==> config.mk <==
export PLATFORM = sky130hd
export DESIGN_NAME = humidity_sample_conditioner_core
export DESIGN_NICKNAME = d
export VERILOG_FILES = /design/src/rtl/core/hsc_pkg.sv /design/src/rtl/core/hsc_div.sv /design/src/rtl/core/humidity_sample_conditioner_core.sv
export SDC_FILE = /design/constraint.sdc
export NUM_CORES = 1
export LEC_CHECK = 0
export BUFFER_PORTS_ARGS = -buffer_cell sky130_fd_sc_hd__buf_2
export CORE_MARGIN = 3
export CORE_UTILIZATION = 62
export CTS_CLUSTER_SIZE = 40
export DETAILED_ROUTE_END_ITERATION = 10
export HOLD_SLACK_MARGIN = 0.12
export PLACE_DENSITY = 0.91
export REMOVE_ABC_BUFFERS = 1
export SLEW_MARGIN = 15
export SYNTH_ARGS = -nofsm -noshare
export SYNTH_HDL_FRONTEND = slang
export SYNTH_SLANG_ARGS = --single-unit
==> constraint.sdc <==
create_clock -name clk -period 8.7 [get_ports clk]
set_clock_uncertainty 0.1 [all_clocks]
set_input_delay 0.87 -clock clk [delete_from_list [all_inputs] [get_ports clk]]
set_output_delay 0.87 -clock clk [all_outputs]
set_load 0.005 [all_outputs]
==> src/rtl/core/hsc_pkg.sv <==
// Package for the humidity sample conditioner: types, codes and constants.
// Used by every module under rtl/core; has no dependencies of its own.
package hsc_pkg;

  localparam int TimeW    = 32;
  localparam int ValW     = 16;
  localparam int HumW     = 14;
  localparam int RateW    = 10;
  localparam int CfgIdxW  = 1;
  localparam int CfgDataW = 16;

  // Rate numerator is |delta| * 1000 with |delta| <= 10000, so 24 bits hold it.
  localparam int DivNumW  = 24;
  localparam int DivDenW  = TimeW;

  localparam logic [CfgDataW-1:0] MinIntervalReset = 16'd2000;
  localparam logic [ValW-1:0]     HumMax           = 16'd10000;
  localparam logic [TimeW-1:0]    MinDtMs          = 32'd100;
  localparam logic [DivNumW-1:0]  RateLimit        = 24'd500;
  localparam int                  ChangeThreshold  = 5;

  localparam logic [CfgIdxW-1:0] CFG_MIN_INTERVAL   = 1'd0;
  localparam logic [CfgIdxW-1:0] CFG_SENSOR_PRESENT = 1'd1;

  typedef enum logic [1:0] {
    ERR_NONE      = 2'd0,
    ERR_DISABLED  = 2'd1,
    ERR_READ_FAIL = 2'd2,
    ERR_HUM_RANGE = 2'd3
  } err_t;

  typedef enum logic {
    ST_IDLE = 1'b0,
    ST_DIV  = 1'b1
  } state_t;

  typedef struct packed {
    logic busy;
    logic done;
  } div_stat_t;

endpackage

==> src/rtl/core/hsc_div.sv <==
// Bit-serial restoring divider: one quotient bit per clock cycle.
// Depends on hsc_pkg for the status struct.
module hsc_div #(
  parameter int NumW = hsc_pkg::DivNumW,
  parameter int DenW = hsc_pkg::DivDenW
) (
  input  logic                    clk,
  input  logic                    rst,
  input  logic                    start,
  input  logic [NumW-1:0]         dividend,
  input  logic [DenW-1:0]         divisor,
  output hsc_pkg::div_stat_t      stat,
  output logic [NumW-1:0]         quotient
);
  import hsc_pkg::*;

  localparam int CntW = $clog2(NumW + 1);

  logic [NumW-1:0] work;
  logic [DenW-1:0] rem;
  logic [DenW-1:0] den;
  logic [CntW-1:0] cnt;
  logic            busy;
  logic            done;

  logic [DenW:0]   shifted;
  logic [DenW:0]   trial;
  logic            fits;

  // The dividend shifts out at the top while quotient bits shift in at the bottom.
  assign shifted = {rem, work[NumW-1]};
  assign trial   = shifted - {1'b0, den};
  assign fits    = (shifted >= {1'b0, den});

  always_ff @(posedge clk) begin
    if (rst) begin
      busy <= 1'b0;
      done <= 1'b0;
      cnt  <= '0;
    end else begin
      done <= 1'b0;
      if (start) begin
        busy <= 1'b1;
        cnt  <= CntW'(NumW);
      end else if (busy) begin
        cnt <= cnt - 1'b1;
        if (cnt == CntW'(1)) begin
          busy <= 1'b0;
          done <= 1'b1;
        end
      end
    end
  end

  always_ff @(posedge clk) begin
    if (start) begin
      work <= dividend;
      rem  <= '0;
      den  <= divisor;
    end else if (busy) begin
      work <= {work[NumW-2:0], fits};
      rem  <= fits ? trial[DenW-1:0] : shifted[DenW-1:0];
    end
  end

  assign stat.busy = busy;
  assign stat.done = done;
  assign quotient  = work;

endmodule

==> src/rtl/core/humidity_sample_conditioner_core.sv <==
// Top level of the humidity sample conditioner: poll gating, health tracking,
// sample cache and humidity rate. Depends on hsc_pkg and hsc_div.
//
// Each transaction on the input channel yields exactly one result transaction.
// Items that are refused, too early, failed, out of range, first-valid or
// within 100 ms of the previous valid sample finish without the divider. An item
// that updates the humidity rate waits for the bit-serial divider, which
// produces the 24-bit quotient of |delta| * 1000 by the elapsed time one bit
// per cycle, followed by clamping. The block holds one item at a time and
// takes a new one only when the result register is empty or being drained.
module humidity_sample_conditioner_core (
  input  logic                              clk,
  input  logic                              rst,
  input  logic                              cfg_we,
  input  logic [hsc_pkg::CfgIdxW-1:0]       cfg_index,
  input  logic [hsc_pkg::CfgDataW-1:0]      cfg_data,
  input  logic                              in_valid,
  output logic                              in_stall,
  input  logic [hsc_pkg::TimeW-1:0]         now_ms,
  input  logic                              read_ok,
  input  logic signed [hsc_pkg::ValW-1:0]   temperature,
  input  logic signed [hsc_pkg::ValW-1:0]   humidity,
  output logic                              out_valid,
  input  logic                              out_stall,
  output logic                              polled,
  output logic                              changed,
  output logic                              healthy,
  output logic [1:0]                        error_code,
  output logic signed [hsc_pkg::RateW-1:0]  hum_rate,
  output logic signed [hsc_pkg::ValW-1:0]   cached_temperature,
  output logic [hsc_pkg::HumW-1:0]          cached_humidity
);
  import hsc_pkg::*;

  // Configuration registers.
  logic [CfgDataW-1:0] min_interval_ms;
  logic                sensor_present;

  // Conditioner state.
  logic [TimeW-1:0]        last_poll_time;
  logic [TimeW-1:0]        last_valid_time;
  logic                    have_valid_time;
  logic [HumW-1:0]         last_valid_hum;
  logic signed [ValW-1:0]  temp_cache;
  logic [HumW-1:0]         hum_cache;
  logic signed [RateW-1:0] rate_reg;
  logic                    ok_flag;
  logic                    polled_q;
  logic                    changed_q;
  err_t                    err_q;
  logic                    rate_neg;
  logic                    out_full;

  state_t state;
  state_t state_next;

  logic            accept;
  logic            out_free;
  logic            div_start;
  div_stat_t       div_stat;
  logic [DivNumW-1:0] quotient;

  logic [TimeW-1:0]   since_poll;
  logic [TimeW-1:0]   dt;
  logic               too_early;
  logic               hum_bad;
  logic               valid_sample;
  logic               need_div;
  logic signed [HumW:0] rate_delta;
  logic [HumW-1:0]    delta_mag;
  logic [DivNumW-1:0] rate_num;
  logic signed [ValW:0] temp_diff;
  logic signed [HumW:0] hum_diff;
  logic               moved;
  logic [DivNumW-1:0] clamped;
  logic [RateW-1:0]   rate_mag;

  assign out_free = !out_full || !out_stall;
  assign accept   = in_valid && !in_stall;

  assign since_poll = now_ms - last_poll_time;
  assign too_early  = since_poll < {{(TimeW-CfgDataW){1'b0}}, min_interval_ms};
  assign hum_bad    = humidity[ValW-1] || (humidity > $signed(HumMax));
  assign valid_sample = sensor_present && !too_early && read_ok && !hum_bad;
  assign dt         = now_ms - last_valid_time;
  assign need_div   = valid_sample && have_valid_time && (dt > MinDtMs);

  // |delta| * 1000 as (x << 10) - (x << 4) - (x << 3).
  assign rate_delta = $signed({1'b0, humidity[HumW-1:0]}) - $signed({1'b0, last_valid_hum});
  assign delta_mag  = rate_delta[HumW] ? HumW'(-rate_delta) : rate_delta[HumW-1:0];
  assign rate_num   = {delta_mag, 10'b0} - DivNumW'({delta_mag, 4'b0})
                      - DivNumW'({delta_mag, 3'b0});

  assign temp_diff = $signed({temp_cache[ValW-1], temp_cache})
                     - $signed({temperature[ValW-1], temperature});
  assign hum_diff  = $signed({1'b0, hum_cache}) - $signed({1'b0, humidity[HumW-1:0]});
  assign moved = (temp_diff > (ValW+1)'(ChangeThreshold))
              || (temp_diff < -(ValW+1)'(ChangeThreshold))
              || (hum_diff > (HumW+1)'(ChangeThreshold))
              || (hum_diff < -(HumW+1)'(ChangeThreshold));

  assign clamped  = (quotient > RateLimit) ? RateLimit : quotient;
  assign rate_mag = clamped[RateW-1:0];

  hsc_div #(
    .NumW(DivNumW),
    .DenW(DivDenW)
  ) u_div (
    .clk      (clk),
    .rst      (rst),
    .start    (div_start),
    .dividend (rate_num),
    .divisor  (dt),
    .stat     (div_stat),
    .quotient (quotient)
  );

  // Next-state logic.
  always_comb begin
    state_next = state;
    unique case (state)
      ST_IDLE: begin
        if (accept && need_div) begin
          state_next = ST_DIV;
        end
      end
      ST_DIV: begin
        if (div_stat.done) begin
          state_next = ST_IDLE;
        end
      end
      default: state_next = ST_IDLE;
    endcase
  end

  // State-machine outputs.
  always_comb begin
    in_stall  = 1'b1;
    div_start = 1'b0;
    unique case (state)
      ST_IDLE: begin
        in_stall  = !out_free;
        div_start = in_valid && out_free && need_div;
      end
      ST_DIV: begin
        in_stall = 1'b1;
      end
      default: in_stall = 1'b1;
    endcase
  end

  always_ff @(posedge clk) begin
    if (rst) begin
      state           <= ST_IDLE;
      min_interval_ms <= MinIntervalReset;
      sensor_present  <= 1'b1;
      last_poll_time  <= '0;
      last_valid_time <= '0;
      have_valid_time <= 1'b0;
      last_valid_hum  <= '0;
      temp_cache      <= '0;
      hum_cache       <= '0;
      rate_reg        <= '0;
      ok_flag         <= 1'b0;
      polled_q        <= 1'b0;
      changed_q       <= 1'b0;
      err_q           <= ERR_NONE;
      rate_neg        <= 1'b0;
      out_full        <= 1'b0;
    end else begin
      state <= state_next;

      if (cfg_we) begin
        unique case (cfg_index)
          CFG_MIN_INTERVAL:   min_interval_ms <= cfg_data;
          CFG_SENSOR_PRESENT: sensor_present  <= cfg_data[0];
          default: ;
        endcase
      end

      if (out_full && !out_stall) begin
        out_full <= 1'b0;
      end

      if (accept) begin
        polled_q  <= 1'b0;
        changed_q <= 1'b0;
        err_q     <= ERR_NONE;
        out_full  <= !need_div;
        if (!sensor_present) begin
          ok_flag <= 1'b0;
          err_q   <= ERR_DISABLED;
        end else if (!too_early) begin
          polled_q       <= 1'b1;
          last_poll_time <= now_ms;
          if (!read_ok) begin
            ok_flag <= 1'b0;
            err_q   <= ERR_READ_FAIL;
          end else if (hum_bad) begin
            ok_flag  <= 1'b0;
            rate_reg <= '0;
            err_q    <= ERR_HUM_RANGE;
          end else begin
            if (!have_valid_time) begin
              rate_reg <= '0;
            end
            rate_neg        <= rate_delta[HumW];
            last_valid_hum  <= humidity[HumW-1:0];
            last_valid_time <= now_ms;
            have_valid_time <= 1'b1;
            changed_q       <= moved;
            temp_cache      <= temperature;
            hum_cache       <= humidity[HumW-1:0];
            ok_flag         <= 1'b1;
          end
        end
      end

      // The rate result finishes the pending transaction.
      if (div_stat.done) begin
        rate_reg <= rate_neg ? -$signed(rate_mag) : $signed(rate_mag);
        out_full <= 1'b1;
      end
    end
  end

  assign out_valid          = out_full;
  assign polled             = polled_q;
  assign changed            = changed_q;
  assign healthy            = ok_flag;
  assign error_code         = err_q;
  assign hum_rate           = rate_reg;
  assign cached_temperature = temp_cache;
  assign cached_humidity    = hum_cache;

endmodule

==> flow_summary_export.csv <==
group,metric,value,unit
critical_path,r2r-end,"u_div.quotient[21]$_DFFE_PP_",
global_route,track_usage,28.8,%
critical_path,worstSetupPathType,"in2reg",
drt,drtAntennaViolNets,0,
hold_path,whs_path_depth,2,
critical_path,worstSetupEndpointType,"register",
global_route,grt_pass1_wl,77500,µm
placement,dp_hpwl,34800,µm
clock_tree,h-tree-depth,1,
sta,rsz0062_at_grt,"no",
global_route,grt_start_max_net_pins,95,
clock_tree,clk_latency,0.55,ns
cells_and_area,fin_area,20100,µm²
clock_tree,numCtsBuffers,26,
yosys,synthesis.area,18400,µm²
yosys,synth-seq-area-share,27.5,%
clock_tree,cts_root_buffer,"clkbuf_16",
floorplanning,fp.dieH,178,µm
yosys,synth_edf_count,56,
sta,final_max_slew_viol_count,0,
critical_path,path_delay_family,"compound AO/OA/AOI/OAI gates",
yosys,synthFlopType,"dfxtp_1",
critical_path,cp.required,8.89,ns
hold_path,min_from,"last_valid_time[27]$_SDFFE_PP0P_",
yosys,yosys.area.top_type_share,18.4,%
floorplanning,core,28900,µm²
drt,drt-pass1-iter-count,6,
critical_path,slowest_stage,"a311oi_1",
critical_path,ff2ff_path_depth,25,
yosys,ys_warn_count,0,
power,irDropWorstVdd,0.000195,V
sta,fmax,0.143,GHz
critical_path,max_stage_delay,0.57,ns
yosys,postSynthCellCount,2326,
sta,period_share,80.2,%
yosys,async_flop_share,0,%
yosys,ys_ff_latch,225,
drt,routed_via_density,6.18,
sta,hold_viol,0,
run_status,outcome,"complete, no violations",
sta,tightestPinTransition,1.01,ns
power,power_leakage,8.75,nW
clock_tree,cts_sinks,225,
yosys,yosysTopAreaCell,"dfxtp_1",
sta,period_needed,6.98,ns
floorplanning,ios,134,
floorplanning,die_x,178,µm
cells_and_area,drive_gt1_share,9.18,%
sta,max_slew_margin,32.9,%
drt,wl_per_cell,16.8,µm
run,maxCapViolations,0,
yosys,synth.distinct_cells,79,
cells_and_area,synthToLayoutAreaGrowth,9.41,%
global_route,antenna_found_initial,2,
critical_path,arrival,7.16,ns
drt,routed_wl,47000,µm
critical_path,cp_max_fo,6,
global_route,grt_pass1_vias,16587,
clock_tree,cts_hold_buf,0,
critical_path,cp.buffers_inverters,5,
sta,setup_viol_count_final,0,
yosys,syn_area_per_cell,7.91,µm²
clock_tree,cts.clk_slew.worst_paths,0.06,ns
floorplanning,initial_core_util,63.6,%
floorplanning,rows,62,
drt,drc_errors,0,
clock_tree,post_cts_buffers,0,
cells_and_area,nets,2681,
floorplanning,die-area,31800,µm²
clock_tree,cts_tree,"done",
placement,portBuffers,133,
placement,place_congestion,1.00,
clock_tree,ctsResizeCount,0,
yosys,yosysMostFrequentCell,"nand2_1",
sta,setup_tns,0,ns
global_route,grt_overflow,0,
critical_path,start_kind,"input port",
placement,postPlaceCellArea,19200,µm²
clock_tree,clockBufferDepth,3,
power,p_per_area,175,nW/µm²
yosys,synthTopCellsByCount,"nand2_1 (254), a21oi_1 (250), inv_1 (226), nor2_1 (186), ha_1 (185)",
critical_path,rrSetupSlack,1.84,ns
critical_path,r2r_start,"cached_humidity[0]$_SDFFE_PP0P_",
hold_path,min_to,"last_valid_time[27]$_SDFFE_PP0P_",
drt,dr.first_iter.drc_count,1329,
critical_path,cp_common_cell,"inv_1",
hold_path,hp-class,"reg2reg",
yosys,synthTopCellsByArea,"dfxtp_1 (18%), ha_1 (13%), edfxtp_1 (9.1%)",
drt,routed-via-count,17322,
## routing by layer
metal	global-route usage (%)	vias to the layer above	wire [µm]
met3	4.62	143	3280
li1	-	8368	-
met1	36.5	8114	19800
met2	49.6	697	22300
met5	0	-	0
met4	10.6	0	1680
## worst min-delay path, delay by kind of cell, from the launching register on
kind / cells / cell delay [ns]
AOI/OAI and AO/OA: 1 / 0.05
DFF: 1 / 0.30
and+or+nand+nor: 1 / 0.05
## how the worst max path moves through the flow
stage                     slack [ns]  cells after the start                              end   startpoint
after global placement          1.69                     22  cached_humidity[1]$_SDFFE_PP0P_    now_ms[7]
after CTS                       1.84                     27     u_div.quotient[21]$_DFFE_PP_  humidity[0]
after detailed placement        1.40                     27     u_div.quotient[21]$_DFFE_PP_  humidity[0]
after floorplan                -1.72                     21  u_div.quotient[0]$_SDFFCE_PP0P_    now_ms[7]
final                           1.72                     27     u_div.quotient[21]$_DFFE_PP_  humidity[0]
after global routing            1.27                     27     u_div.quotient[21]$_DFFE_PP_  humidity[0]
## cells by family (layout without fill, tap and decap cells)
logic type,after synthesis,in the layout,synth area share [%]
other,0,1,0
DFF,225,225,27.5
buffers and inverters,323,415,6.82
and+or+nand+nor,723,723,18.6
muxes,71,71,4.27
adders and majority gates,196,196,13.8
xor gates and xnor gates,138,138,6.57
AOI/OAI and AO/OA,650,650,22.5
## flip-flops by register name, indices dropped and copies added (netlist names)
| name | cells |
|---|---|
| have_valid_time | 1 |
| last_poll_time | 32 |
| error_code | 2 |
| hum_rate | 10 |
| state | 1 |
| polled | 1 |
| u_div.done | 1 |
| cached_humidity | 14 |
| u_div.quotient | 24 |
| u_div.den | 32 |
| last_valid_time | 32 |
| rate_neg | 1 |
| healthy | 1 |
| out_valid | 1 |
| changed | 1 |
| min_interval_ms | 16 |
| u_div.rem | 32 |
| u_div.cnt | 5 |
| u_div.busy | 1 |
| sensor_present | 1 |
| cached_temperature | 16 |
## power breakdown
group          internal [mW]  total [mW]  switching (mW)
sequential              1.11        1.14          0.0281
clock                  0.691        1.15           0.460
combinational          0.502        1.24           0.737
total                   2.31        3.53            1.23
## area by class of cell
class | instances | area, µm²
multi-input combinational | 1778 | 12100
fill | 2215 | 8820
sequential | 225 | 5070
inverter | 226 | 848
clock buffer | 32 | 736
timing repair buffer | 141 | 728
tap | 384 | 480
clock inverter | 16 | 168
antenna | 1 | 2.50
## metrics by stage
step / power [mW] / hold WS (ns) / instances / util (%) / setup slack [ns]
detailed placement: 2.36 / 0.346 / 2754 / 66.4 / 1.40
global route: 3.72 / 0.367 / 2803 / 69.5 / 1.27
floorplan: 2.07 / 0.330 / 2229 / - / -1.72
global placement: 2.30 / 0.341 / 2754 / 66.4 / 1.69
finish: 3.53 / 0.353 / 2803 / 69.5 / 1.72
CTS: 3.52 / 0.355 / 2802 / 69.5 / 1.84
## layout by cell type (no fill, tap or decap), drive strengths merged, types with 13 or more instances in the layout
| cell type | n |
|---|---|
| nand2 | 254 |
| a21oi | 251 |
| inv | 228 |
| nor2 | 186 |
| ha | 185 |
| dfxtp | 169 |
| buf | 141 |
| o21ai | 99 |
| xnor2 | 89 |
| a21o | 66 |
| edfxtp | 56 |
| mux2i | 54 |
| xor2 | 49 |
| a211oi | 45 |
| nor3 | 42 |
| nand3 | 33 |
| nand2b | 33 |
| clkbuf | 32 |
| nor2b | 31 |
| nand4 | 30 |
| a31oi | 29 |
| o21a | 23 |
| and3 | 20 |
| o211ai | 17 |
| nor4 | 17 |
| mux2 | 17 |
| and2 | 16 |
| or3 | 13 |
Note: power is estimated with default switching activity, not from simulation.
